**src/hw/rtl/sbh_pkg.sv**
```systemverilog
// ----------------------------------------------------------------------------
// sbh_pkg
// Types and constants shared by the save block header token parser.
// ----------------------------------------------------------------------------
package sbh_pkg;

    localparam logic [1:0] RK_HEADER = 2'd0;
    localparam logic [1:0] RK_TOKEN  = 2'd1;
    localparam logic [1:0] RK_FINAL  = 2'd2;

    localparam logic [2:0] ST_OK        = 3'd0;
    localparam logic [2:0] ST_TRUNC     = 3'd1;
    localparam logic [2:0] ST_BAD_MAGIC = 3'd2;
    localparam logic [2:0] ST_BAD_VER   = 3'd3;
    localparam logic [2:0] ST_BAD_COUNT = 3'd4;
    localparam logic [2:0] ST_NO_TERM   = 3'd5;

    localparam logic [1:0] BK_UNKNOWN = 2'd0;
    localparam logic [1:0] BK_LEVEL   = 2'd1;
    localparam logic [1:0] BK_GAME    = 2'd2;
    localparam logic [1:0] BK_CLIENT  = 2'd3;

    localparam logic [2:0] REG_LEVEL_MAGIC    = 3'd0;
    localparam logic [2:0] REG_GAME_MAGIC     = 3'd1;
    localparam logic [2:0] REG_GAME_VERSION   = 3'd2;
    localparam logic [2:0] REG_CLIENT_VERSION = 3'd3;
    localparam logic [2:0] REG_MAX_TOKENS     = 3'd4;
    localparam logic [2:0] REG_HEAP_LIMIT     = 3'd5;

    localparam logic [4:0] LEVEL_HDR_LEN = 5'd24;
    localparam logic [4:0] GAME_HDR_LEN  = 5'd20;
    localparam logic [4:0] MIN_LEN       = 5'd8;

    typedef struct packed {
        logic [7:0]  data_byte;
        logic [31:0] block_size;
        logic        first_byte;
    } in_t;

    typedef struct packed {
        logic [1:0]  result_kind;
        logic [2:0]  status_code;
        logic [1:0]  block_kind;
        logic [30:0] data_bytes;
        logic [30:0] table_entries;
        logic [30:0] tokens_declared;
        logic [30:0] token_table_bytes;
        logic [30:0] token_number;
        logic [30:0] token_start;
        logic [30:0] token_length;
        logic [31:0] payload_start;
        logic        last_result;
    } out_t;

    typedef struct packed {
        logic [1:0] n;
        out_t       r0;
        out_t       r1;
    } push_t;

endpackage

```
**src/hw/rtl/sbh_front.sv**
```systemverilog
// ----------------------------------------------------------------------------
// sbh_front
// Byte parser: assembles and checks the header, scans tokens, and forms up
// to two result items per input byte.
// ----------------------------------------------------------------------------
module sbh_front (
    input  logic              aclk,
    input  logic              aresetn,
    input  logic              cfg_valid,
    input  logic [2:0]        cfg_index,
    input  logic [31:0]       cfg_data,
    input  logic              take,
    input  sbh_pkg::in_t      item,
    output sbh_pkg::push_t    push
);

    localparam logic [1:0] PH_IDLE   = 2'd0;
    localparam logic [1:0] PH_HEADER = 2'd1;
    localparam logic [1:0] PH_TOKENS = 2'd2;
    localparam logic [1:0] PH_DONE   = 2'd3;

    logic [31:0] level_magic_reg, game_magic_reg, game_version_reg, client_version_reg;
    logic [30:0] max_tokens_reg, heap_limit_reg;

    logic [1:0]  phase_reg, phase_next;
    logic [4:0]  bc_reg, bc_next;
    logic [31:0] size_reg, size_next;
    logic [31:0] shift_reg, shift_next;
    logic [31:0] magic_reg, magic_next;
    logic [31:0] w_reg [4];
    logic [31:0] w_next [4];
    logic [30:0] tc_reg, tc_next;
    logic [30:0] off_reg, off_next;
    logic [30:0] cs_reg, cs_next;
    logic [1:0]  kind_reg, kind_next;
    logic        hv_reg, hv_next;

    always_ff @(posedge aclk) begin
        if (!aresetn) begin
            level_magic_reg    <= '0;
            game_magic_reg     <= '0;
            game_version_reg   <= '0;
            client_version_reg <= '0;
            max_tokens_reg     <= '0;
            heap_limit_reg     <= '0;
        end else if (cfg_valid) begin
            case (cfg_index)
                sbh_pkg::REG_LEVEL_MAGIC:    level_magic_reg    <= cfg_data;
                sbh_pkg::REG_GAME_MAGIC:     game_magic_reg     <= cfg_data;
                sbh_pkg::REG_GAME_VERSION:   game_version_reg   <= cfg_data;
                sbh_pkg::REG_CLIENT_VERSION: client_version_reg <= cfg_data;
                sbh_pkg::REG_MAX_TOKENS:     max_tokens_reg     <= cfg_data[30:0];
                sbh_pkg::REG_HEAP_LIMIT:     heap_limit_reg     <= cfg_data[30:0];
                default: ;
            endcase
        end
    end

    always_ff @(posedge aclk) begin
        if (!aresetn) begin
            phase_reg <= PH_IDLE;
            bc_reg    <= '0;
            size_reg  <= '0;
            shift_reg <= '0;
            magic_reg <= '0;
            w_reg     <= '{default: '0};
            tc_reg    <= '0;
            off_reg   <= '0;
            cs_reg    <= '0;
            kind_reg  <= sbh_pkg::BK_UNKNOWN;
            hv_reg    <= 1'b0;
        end else if (take) begin
            phase_reg <= phase_next;
            bc_reg    <= bc_next;
            size_reg  <= size_next;
            shift_reg <= shift_next;
            magic_reg <= magic_next;
            w_reg     <= w_next;
            tc_reg    <= tc_next;
            off_reg   <= off_next;
            cs_reg    <= cs_next;
            kind_reg  <= kind_next;
            hv_reg    <= hv_next;
        end
    end

    logic [1:0]  ph;
    logic [4:0]  hlen;
    logic [31:0] d, t, c, s;
    logic [32:0] pend;
    logic [31:0] off1;
    logic [30:0] tc1;
    logic        bad;
    logic [1:0]  n;
    logic [1:0]  rk0, rk1;
    logic [2:0]  st0, st1;
    logic [30:0] tn0, ts0, tl0, tn1, ts1;
    logic [31:0] ps0, ps1;
    logic        l0;

    always_comb begin
        ph         = phase_reg;
        bc_next    = bc_reg;
        size_next  = size_reg;
        shift_next = shift_reg;
        magic_next = magic_reg;
        w_next     = w_reg;
        tc_next    = tc_reg;
        off_next   = off_reg;
        cs_next    = cs_reg;
        kind_next  = kind_reg;
        hv_next    = hv_reg;
        n = 2'd0;
        rk0 = sbh_pkg::RK_FINAL; st0 = sbh_pkg::ST_OK;
        tn0 = '0; ts0 = '0; tl0 = '0; ps0 = '0; l0 = 1'b1;
        rk1 = sbh_pkg::RK_FINAL; st1 = sbh_pkg::ST_OK;
        tn1 = '0; ts1 = '0; ps1 = '0;
        hlen = sbh_pkg::GAME_HDR_LEN;
        d = '0; t = '0; c = '0; s = '0; pend = '0; off1 = '0; tc1 = '0; bad = 1'b0;

        if (item.first_byte) begin
            size_next  = item.block_size;
            bc_next    = '0;
            shift_next = '0;
            magic_next = '0;
            w_next     = '{default: '0};
            tc_next    = '0;
            off_next   = '0;
            cs_next    = '0;
            kind_next  = sbh_pkg::BK_UNKNOWN;
            hv_next    = 1'b0;
            ph         = PH_HEADER;
            if (item.block_size < 32'(sbh_pkg::MIN_LEN)) begin
                ph = PH_DONE;
                n  = 2'd1;
                st0 = sbh_pkg::ST_TRUNC;
            end
        end
        phase_next = ph;

        if (n == 2'd0 && ph == PH_HEADER) begin
            shift_next = {item.data_byte, shift_next[31:8]};
            bc_next    = bc_next + 5'd1;
            if (bc_next[1:0] == 2'b00) begin
                if (bc_next == 5'd4) begin
                    magic_next = shift_next;
                end else if (bc_next == 5'd8) begin
                    if (magic_next == level_magic_reg) begin
                        if (shift_next != game_version_reg) begin
                            n = 2'd1; st0 = sbh_pkg::ST_BAD_VER;
                        end else begin
                            kind_next = sbh_pkg::BK_LEVEL;
                        end
                    end else if (magic_next == game_magic_reg) begin
                        if (shift_next == client_version_reg) begin
                            kind_next = sbh_pkg::BK_CLIENT;
                        end else if (shift_next == game_version_reg) begin
                            kind_next = sbh_pkg::BK_GAME;
                        end else begin
                            n = 2'd1; st0 = sbh_pkg::ST_BAD_VER;
                        end
                    end else begin
                        n = 2'd1; st0 = sbh_pkg::ST_BAD_MAGIC;
                    end
                    hlen = (kind_next == sbh_pkg::BK_LEVEL) ? sbh_pkg::LEVEL_HDR_LEN
                                                            : sbh_pkg::GAME_HDR_LEN;
                    if (n == 2'd0 && size_next < 32'(hlen)) begin
                        n = 2'd1; st0 = sbh_pkg::ST_TRUNC;
                    end
                    if (n != 2'd0) begin
                        phase_next = PH_DONE;
                    end
                end else begin
                    w_next[2'(bc_next[4:2] - 3'd3)] = shift_next;
                    hlen = (kind_next == sbh_pkg::BK_LEVEL) ? sbh_pkg::LEVEL_HDR_LEN
                                                            : sbh_pkg::GAME_HDR_LEN;
                    if (bc_next >= hlen) begin
                        d = w_next[0];
                        if (kind_next == sbh_pkg::BK_LEVEL) begin
                            t = w_next[1]; c = w_next[2]; s = w_next[3];
                        end else begin
                            t = '0; c = w_next[1]; s = w_next[2];
                        end
                        bad = d[31] | t[31] | c[31] | s[31]
                            | (c[30:0] > max_tokens_reg)
                            | (s[30:0] > heap_limit_reg)
                            | (d[30:0] > heap_limit_reg);
                        pend = 33'(hlen) + {1'b0, s} + {1'b0, d};
                        phase_next = PH_DONE;
                        if (bad) begin
                            n = 2'd1; st0 = sbh_pkg::ST_BAD_COUNT;
                        end else if (pend > {1'b0, size_next}) begin
                            n = 2'd1; st0 = sbh_pkg::ST_TRUNC;
                        end else begin
                            hv_next = 1'b1;
                            n   = 2'd1;
                            rk0 = sbh_pkg::RK_HEADER;
                            ps0 = 32'(hlen) + s;
                            l0  = 1'b0;
                            if (c == '0) begin
                                n = 2'd2; ps1 = 32'(hlen);
                            end else if (s == '0) begin
                                n = 2'd2; st1 = sbh_pkg::ST_NO_TERM;
                            end else begin
                                phase_next = PH_TOKENS;
                            end
                        end
                    end
                end
            end
        end else if (ph == PH_TOKENS) begin
            hlen = (kind_reg == sbh_pkg::BK_LEVEL) ? sbh_pkg::LEVEL_HDR_LEN
                                                   : sbh_pkg::GAME_HDR_LEN;
            if (kind_reg == sbh_pkg::BK_LEVEL) begin
                c = w_reg[2]; s = w_reg[3];
            end else begin
                c = w_reg[1]; s = w_reg[2];
            end
            off1 = {1'b0, off_reg} + 32'd1;
            tc1  = tc_reg + 31'd1;
            off_next = off1[30:0];
            if (item.data_byte == 8'd0) begin
                n   = 2'd1;
                rk0 = sbh_pkg::RK_TOKEN;
                tn0 = tc_reg;
                ts0 = cs_reg;
                tl0 = off_reg - cs_reg;
                l0  = 1'b0;
                tc_next = tc1;
                cs_next = off1[30:0];
                if (tc1 == c[30:0]) begin
                    phase_next = PH_DONE;
                    n   = 2'd2;
                    tn1 = tc1;
                    ts1 = off1[30:0];
                    ps1 = 32'(hlen) + off1;
                end
            end
            if (!(item.data_byte == 8'd0 && tc1 == c[30:0]) && off1 >= s) begin
                phase_next = PH_DONE;
                if (n == 2'd0) begin
                    n = 2'd1; st0 = sbh_pkg::ST_NO_TERM; tn0 = tc_next;
                end else begin
                    n = 2'd2; st1 = sbh_pkg::ST_NO_TERM; tn1 = tc_next;
                end
            end
        end
    end

    logic [30:0] f_data, f_table, f_tokc, f_toks;

    always_comb begin
        f_data  = hv_next ? w_next[0][30:0] : '0;
        f_table = '0;
        f_tokc  = '0;
        f_toks  = '0;
        if (hv_next) begin
            if (kind_next == sbh_pkg::BK_LEVEL) begin
                f_table = w_next[1][30:0];
                f_tokc  = w_next[2][30:0];
                f_toks  = w_next[3][30:0];
            end else begin
                f_tokc  = w_next[1][30:0];
                f_toks  = w_next[2][30:0];
            end
        end
        push.n = n;
        push.r0.result_kind       = rk0;
        push.r0.status_code       = st0;
        push.r0.block_kind        = hv_next ? kind_next : sbh_pkg::BK_UNKNOWN;
        push.r0.data_bytes        = f_data;
        push.r0.table_entries     = f_table;
        push.r0.tokens_declared   = f_tokc;
        push.r0.token_table_bytes = f_toks;
        push.r0.token_number      = tn0;
        push.r0.token_start       = ts0;
        push.r0.token_length      = tl0;
        push.r0.payload_start     = ps0;
        push.r0.last_result       = l0;
        push.r1.result_kind       = rk1;
        push.r1.status_code       = st1;
        push.r1.block_kind        = hv_next ? kind_next : sbh_pkg::BK_UNKNOWN;
        push.r1.data_bytes        = f_data;
        push.r1.table_entries     = f_table;
        push.r1.tokens_declared   = f_tokc;
        push.r1.token_table_bytes = f_toks;
        push.r1.token_number      = tn1;
        push.r1.token_start       = ts1;
        push.r1.token_length      = '0;
        push.r1.payload_start     = ps1;
        push.r1.last_result       = 1'b1;
    end

endmodule

```
**src/hw/rtl/sbh_queue.sv**
```systemverilog
// ----------------------------------------------------------------------------
// sbh_queue
// Four-entry result queue: takes up to two items a cycle, gives one.
// ----------------------------------------------------------------------------
module sbh_queue (
    input  logic           aclk,
    input  logic           aresetn,
    input  logic           wr_en,
    input  sbh_pkg::push_t push,
    output logic           space,
    output logic           m_valid,
    input  logic           m_ready,
    output sbh_pkg::out_t  m_item
);

    sbh_pkg::out_t mem [4];
    logic [1:0] wp_reg, rp_reg;
    logic [2:0] cnt_reg, cnt_next;
    logic [1:0] nw;
    logic       pop;

    assign nw      = wr_en ? push.n : 2'd0;
    assign m_valid = cnt_reg != 3'd0;
    assign pop     = m_valid && m_ready;
    assign space   = cnt_reg <= 3'd2;
    assign m_item  = mem[rp_reg];
    assign cnt_next = cnt_reg + 3'(nw) - 3'(pop);

    always_ff @(posedge aclk) begin
        if (nw != 2'd0) begin
            mem[wp_reg] <= push.r0;
        end
        if (nw == 2'd2) begin
            mem[wp_reg + 2'd1] <= push.r1;
        end
    end

    always_ff @(posedge aclk) begin
        if (!aresetn) begin
            wp_reg  <= '0;
            rp_reg  <= '0;
            cnt_reg <= '0;
        end else begin
            wp_reg  <= wp_reg + nw;
            rp_reg  <= rp_reg + 2'(pop);
            cnt_reg <= cnt_next;
        end
    end

endmodule

```
**src/hw/rtl/save_block_header_token_parser_core.sv**
```systemverilog
// ----------------------------------------------------------------------------
// save_block_header_token_parser_core
// Saved-state block parser: header check and token table scan.
//
// Input channel s_*: one block byte per item, first_byte marks a new block
// and carries the block size. Result channel m_*: header report, one item
// per NUL-terminated token, and a final status item (last_result set).
// Configuration channel cfg_*: register writes, always ready. Writes are to be
// taken while the block is idle; the user must ensure this, the block does not.
// Throughput: one byte per cycle while s_ready is high; a byte gives up to
// two results, which leave at one per cycle while m_ready is high, through a
// four-entry queue. s_ready is high while at least two queue entries are free.
// Each result is registered into the queue as its byte is accepted.
// Reset clears the parse state and all registers; bytes before the first
// first_byte are ignored. When m_ready stays low the queue fills and s_ready
// drops; nothing is lost.
// ----------------------------------------------------------------------------
module save_block_header_token_parser_core (
    input  logic           aclk,
    input  logic           aresetn,
    input  logic           s_valid,
    output logic           s_ready,
    input  sbh_pkg::in_t   s_item,
    output logic           m_valid,
    input  logic           m_ready,
    output sbh_pkg::out_t  m_item,
    input  logic           cfg_valid,
    output logic           cfg_ready,
    input  logic [2:0]     cfg_index,
    input  logic [31:0]    cfg_data
);

    sbh_pkg::push_t push;
    logic           take;
    logic           space;

    assign cfg_ready = 1'b1;
    assign s_ready   = space;
    assign take      = s_valid && space;

    sbh_front u_front (
        .aclk      (aclk),
        .aresetn   (aresetn),
        .cfg_valid (cfg_valid),
        .cfg_index (cfg_index),
        .cfg_data  (cfg_data),
        .take      (take),
        .item      (s_item),
        .push      (push)
    );

    sbh_queue u_queue (
        .aclk    (aclk),
        .aresetn (aresetn),
        .wr_en   (take),
        .push    (push),
        .space   (space),
        .m_valid (m_valid),
        .m_ready (m_ready),
        .m_item  (m_item)
    );

endmodule

```
**config.mk**
```make
export PLATFORM = sky130hd
export DESIGN_NAME = save_block_header_token_parser_core
export DESIGN_NICKNAME = d
export VERILOG_FILES = /design/src/hw/rtl/sbh_pkg.sv /design/src/hw/rtl/sbh_front.sv /design/src/hw/rtl/sbh_queue.sv /design/src/hw/rtl/save_block_header_token_parser_core.sv
export SDC_FILE = /design/constraint.sdc
export NUM_CORES = 2
export LEC_CHECK = 0
export BUFFER_PORTS_ARGS = -buffer_cell sky130_fd_sc_hd__buf_2
export CORE_MARGIN = 2
export CORE_UTILIZATION = 60
export DETAILED_ROUTE_END_ITERATION = 8
export PLACE_DENSITY = 0.77
export SLEW_MARGIN = 20
export SYNTH_ARGS = -nofsm -noshare
export SYNTH_HDL_FRONTEND = slang
export SYNTH_SLANG_ARGS = --single-unit
```
**constraint.sdc**
```tcl
create_clock -name aclk -period 47.1 [get_ports aclk]
set_input_delay 2.355 -clock aclk [delete_from_list [all_inputs] [get_ports aclk]]
set_output_delay 2.355 -clock aclk [all_outputs]
set_load 0.005 [all_outputs]
```
# Yosys cells after proc, flatten, opt, wreduce, memory -nomap -nowiden
# Memories as Yosys holds them, arrays and structs flattened. A register that Yosys moved wholly into a read port is not among the register bits.
# Index checks and enable logic that the tools add are counted.
# totals
mem_bits_rw	1028
output_inout_bits	260
register_bits	516
memories	1
wordCells	327
# mem_list
memory	words	width	read_ports	rd_clocked_by_memory_dff	wr	line	source
u_queue.mem	4	257	1	1	2	sbh_queue.sv:16	sbh_pkg::out_t mem [4];
# op_classes
bitwise	7
order_cmp	11
reduce_logical	25
mux	226
n_addsub	14
n_eq_ne	20
# ops
op	n
32-bit 2-to-1 mux	46
31-bit 2-to-1 mux	42
128-bit 2-to-1 mux	5
2-bit 2-to-1 mux	72
128-bit bitwise mux	1
32-bit == test	4
31-bit greater-than comparator	3
3-bit 2-to-1 mux	29
5-bit by 32-bit adder with 32-bit output	2
32-bit demux with 2-bit select	1
32-bit logical NOT	2
33-bit by 32-bit adder with 33-bit output	1
5-bit by 32-bit adder with 33-bit output	1
33-bit by 32-bit greater-than comparator with 1-bit output	1
31-bit by 1-bit adder with 32-bit output, second input constant	1
32-bit greater-or-equal comparator	1
32-bit by 4-bit < comparator with 1-bit output, second input constant	1
32-bit by 5-bit < comparator with 1-bit output	1
32-bit != test	1
31-bit by 1-bit adder with 31-bit output, second input constant	1
31-bit == test	1
31-bit subtractor	1
1-bit 2-to-1 mux	24
5-bit 2-to-1 mux	3
other kinds (29)	58

# Logic depth before layout (Yosys ltp)
# logic_depth
depth_word	31
ltp_mapped	56
depth_no_buf	40

# Hierarchy
# Synthesis repeated with hierarchy kept, for this count alone.
# hier_totals
cells_unflattened	8193
hier_area_um2	92915.4
# by_module_without_submodules
mod	instances	cells_per_inst	area_per_inst_um2
sbh_queue	1	2540	50531.0
sbh_front	1	5650	42366.9
save_block_header_token_parser_core	1	3	17.5

# Worst setup path after synthesis
# OpenSTA, ideal clock, no wires.
# synth_path
path_type	input to register
start	in s_item[0] (netlist bit)
end	mem u_queue.mem[0][100] (netlist bit) (enable)
setup_ns	0.574
required_ns	46.526
slack_ns	29.249
arrival_ns	17.277
cell_stages	54
n_path_buf	19
cell_sequence	buf_2 -> buf_2 -> buf_2 -> buf_2 -> buf_2 -> buf_2 -> buf_1 -> buf_2 -> clkbuf_1 -> clkbuf_1 -> clkbuf_1 -> clkbuf_1 -> nor2b_1 -> ha_1 -> buf_2 -> buf_1 -> a211oi_1 -> a31oi_1 -> (+18 left out) -> nand2b_1 -> xor2_1 -> ha_1 -> nand4_1 -> nor2_1 -> nor4bb_1 -> nand3_1 -> o221ai_1 -> o31ai_1 -> or2_2 -> o32ai_4 -> or3_1 -> buf_4 -> a21boi_1 -> buf_2 -> buf_4 -> buf_4 -> inv_1
# synth_lines
item	line	source
start: declaration	save_block_header_token_parser_core.sv:23	input sbh_pkg::in_t s_item,
end: declaration	sbh_queue.sv:16	

==> results.sh <==
export IMPL_status="complete, but fails checks"
export IMPL_violations="max-capacitance violations"
export IMPL_crit_type="input port to register"
export IMPL_hp_class="register to register"
export IMPL_core_um2=141800
export IMPL_rows=138
export IMPL_cp_num_buf_inv=9
export IMPL_die_w_um=382.4
export IMPL_rsz0062_at_grt="no"
export IMPL_worst_setup_path_start_kind="input port"
export IMPL_start_util_pct=60.60
export IMPL_num_vias=74420
export IMPL_syn_to_final_growth_pct=10.06
export IMPL_final_cells=10610
export IMPL_cp_slowest_cell="a311oi_1"
export IMPL_grt_pass1_vias=69140
export IMPL_maxSlewViolCount=0
export IMPL_die_y_um=382.4
export IMPL_grt_pass1_wl_mm=479.3
export IMPL_via_per_inst=7.012
export IMPL_wl_mm=334.4
export IMPL_tightest_slew_ps=1474
export IMPL_synth_seq_area_share_pct=46.23
export IMPL_cts_setup_buffers=0
export IMPL_drive_gt1_share_pct=14.19
export IMPL_cts_buffers=163
export IMPL_largest_reg_flops=1024
export IMPL_overflow=0
export IMPL_crit_family="compound AO/OA/AOI/OAI gates"
export IMPL_leakagePower_uw=0.03082
export IMPL_ant_nets=0
export IMPL_setup_violations=0
export IMPL_cts_hold_buffers=0
export IMPL_power_density_nw_per_um2=35.07
export IMPL_cts_tree="built"
export IMPL_ys_seq_elements=1540
export IMPL_cp_required_ps=47520
export IMPL_routedWlPerCell_um=31.51
export IMPL_cp_end_kind="register"
export IMPL_cts_num_sinks=1540
export IMPL_finalCritPeriodShare_pct=32.22
export IMPL_dp_cells=10300
export IMPL_ctsHtreeMaxLevel=4
export IMPL_relSlewSlack_pct=1.005
export IMPL_grt_max_degree=255
export IMPL_total_power_uw=3316
export IMPL_ctsResizeCount=0
export IMPL_synth_edff_count=888
export IMPL_async_flop_share_pct=0
export IMPL_firstDrtPassIters=8
export IMPL_peakVddDrop_mv=0.04138
export IMPL_finalWeightedCongestion=1.064
export IMPL_fin_nets=8925
export IMPL_yosysUniqueCellTypes=111
export IMPL_arrival_ps=15600
export IMPL_die_area_um2=146200
export IMPL_antenna_found_initial=38
export IMPL_max_freq_mhz=65.89
export IMPL_slowest_delay_ps=1010
export IMPL_insertion_delay_ps=840
export IMPL_drt_initial_drc_count=11470
export IMPL_setup_tns_ps=0
export IMPL_synth_nets=8904
export IMPL_io_pins=341
export IMPL_hold_violations=0
export IMPL_avgSynthCellArea_um2=10.04
export IMPL_path_clk_slew_ps=60
export IMPL_clock_skew_ps=88.54
export IMPL_grt_usage_pct=44.60
export IMPL_drcViolationCount=0
export IMPL_cts_max_path_buffers=3
export IMPL_min_period_ps=15180
export IMPL_cp_max_fo=135
export IMPL_yosys_warnings=0
export IMPL_cpMostUsedCell="ha_1"
export IMPL_clockRootBuffer="clkbuf_16"
export IMPL_syn_area_um2=85910
export IMPL_dp_hpwl_mm=229.1
export IMPL_ys_flop_type="edfxtp_1"
export IMPL_final_util_pct=66.70
export IMPL_cap_violations=1
export IMPL_portBuffers=339
export IMPL_netlist_instances=8554
## cells in the mapped netlist (56+ instances only)
library cell	instances	area [um^2]
xor2_1	83	727.0
nor2b_1	259	1620
clkbuf_1	464	1742
a31oi_1	61	381.6
ha_1	263	3291
a21boi_0	255	1914
nand3_1	183	915.9
mux2_2	62	698.2
nand2_1	1190	4467
o21ai_0	243	1216
buf_1	72	270.3
a21oi_1	329	1647
nor2_1	732	2748
nor3_1	221	1106
a21o_1	86	645.6
o22ai_1	206	1289
a211oi_1	56	420.4
and3_1	82	513.0
mux2i_1	273	2733
inv_1	182	683.2
dfxtp_1	652	13050
nand4_1	83	519.3
edfxtp_1	888	26670
buf_2	89	445.4
xnor2_1	174	1524
mux4_2	256	5766
a22oi_1	248	1862
## placed cells by master (no fill, tap or decap), drive strengths merged, types with 82 or more instances in the layout
cell / n
a21boi: 258
a21o: 86
a21oi: 330
a22oi: 248
and3: 82
buf: 537
clkbuf: 215
dfxtp: 652
edfxtp: 888
ha: 263
inv: 198
mux2i: 273
mux4: 256
nand2: 1193
nand3: 184
nand4: 83
nor2: 734
nor2b: 259
nor3: 225
o21ai: 265
o22ai: 206
xnor2: 174
xor2: 83
## cell families after synthesis
group / share of synthesized area [%]
simple gates: 16.98
compound gates: 15.14
flops: 46.23
buf+inv: 4.198
mux: 10.76
fa+ha+maj: 3.982
xor+xnor: 2.700
other cells: 0.004365
## per-stage QoR
stage	cell area, um^2	setup slack (ps)	hold slack, ps
finish	94550	31920	461.4
detailed placement	89000	31490	447.0
global route	94520	31470	472.2
CTS	94480	32290	459.9
floorplan	85910	29250	420.9
global placement	88990	31800	432.7
## routing by layer
metal  wire length [um]  track usage (%)
met1             121200            57.62
met2             145100            66.40
met3              43890            13.68
met4              23890            25.98
met5                310                0
## power breakdown
| part | internal (uW) | leakage (uW) | total [uW] | switching, uW |
|---|---|---|---|---|
| Clock | 760 | 0.00268 | 1330 | 574 |
| Sequential | 1420 | 0.0125 | 1450 | 30.2 |
| Combinational | 200 | 0.0157 | 530 | 330 |
| Total | 2380 | 0.0308 | 3320 | 935 |
## worst min-delay path: cells and delay by family, from the launching register on
family / cells / cell delay (ps)
flops: 1 / 300
mux: 1 / 60
simple gates: 1 / 50
## path summary, 6_finish.rpt
check | start | slack (ps) | end | depth (start not counted)
setup / recovery | s_item[0] | 31920 | u_queue.mem[0][232] | 41
hold / removal | u_queue.mem[1][55] | 460 | u_queue.mem[1][55] | 2
setup reg to reg | u_front.bc_reg[0] | 33310 | u_queue.mem[0][232] | 40
hold reg to reg | u_queue.mem[1][55] | 460 | u_queue.mem[1][55] | 2
## cell type report
class / count / area (um^2)
fill: 10950 / 47210
multi-input combinational: 6142 / 42940
sequential: 1540 / 39730
clock buffer: 215 / 4489
timing repair buffer: 537 / 3266
tap: 1890 / 2365
clock inverter: 86 / 984.7
inverter: 191 / 749.5
antenna: 12 / 30.03
(Power assumes the default switching activity.)
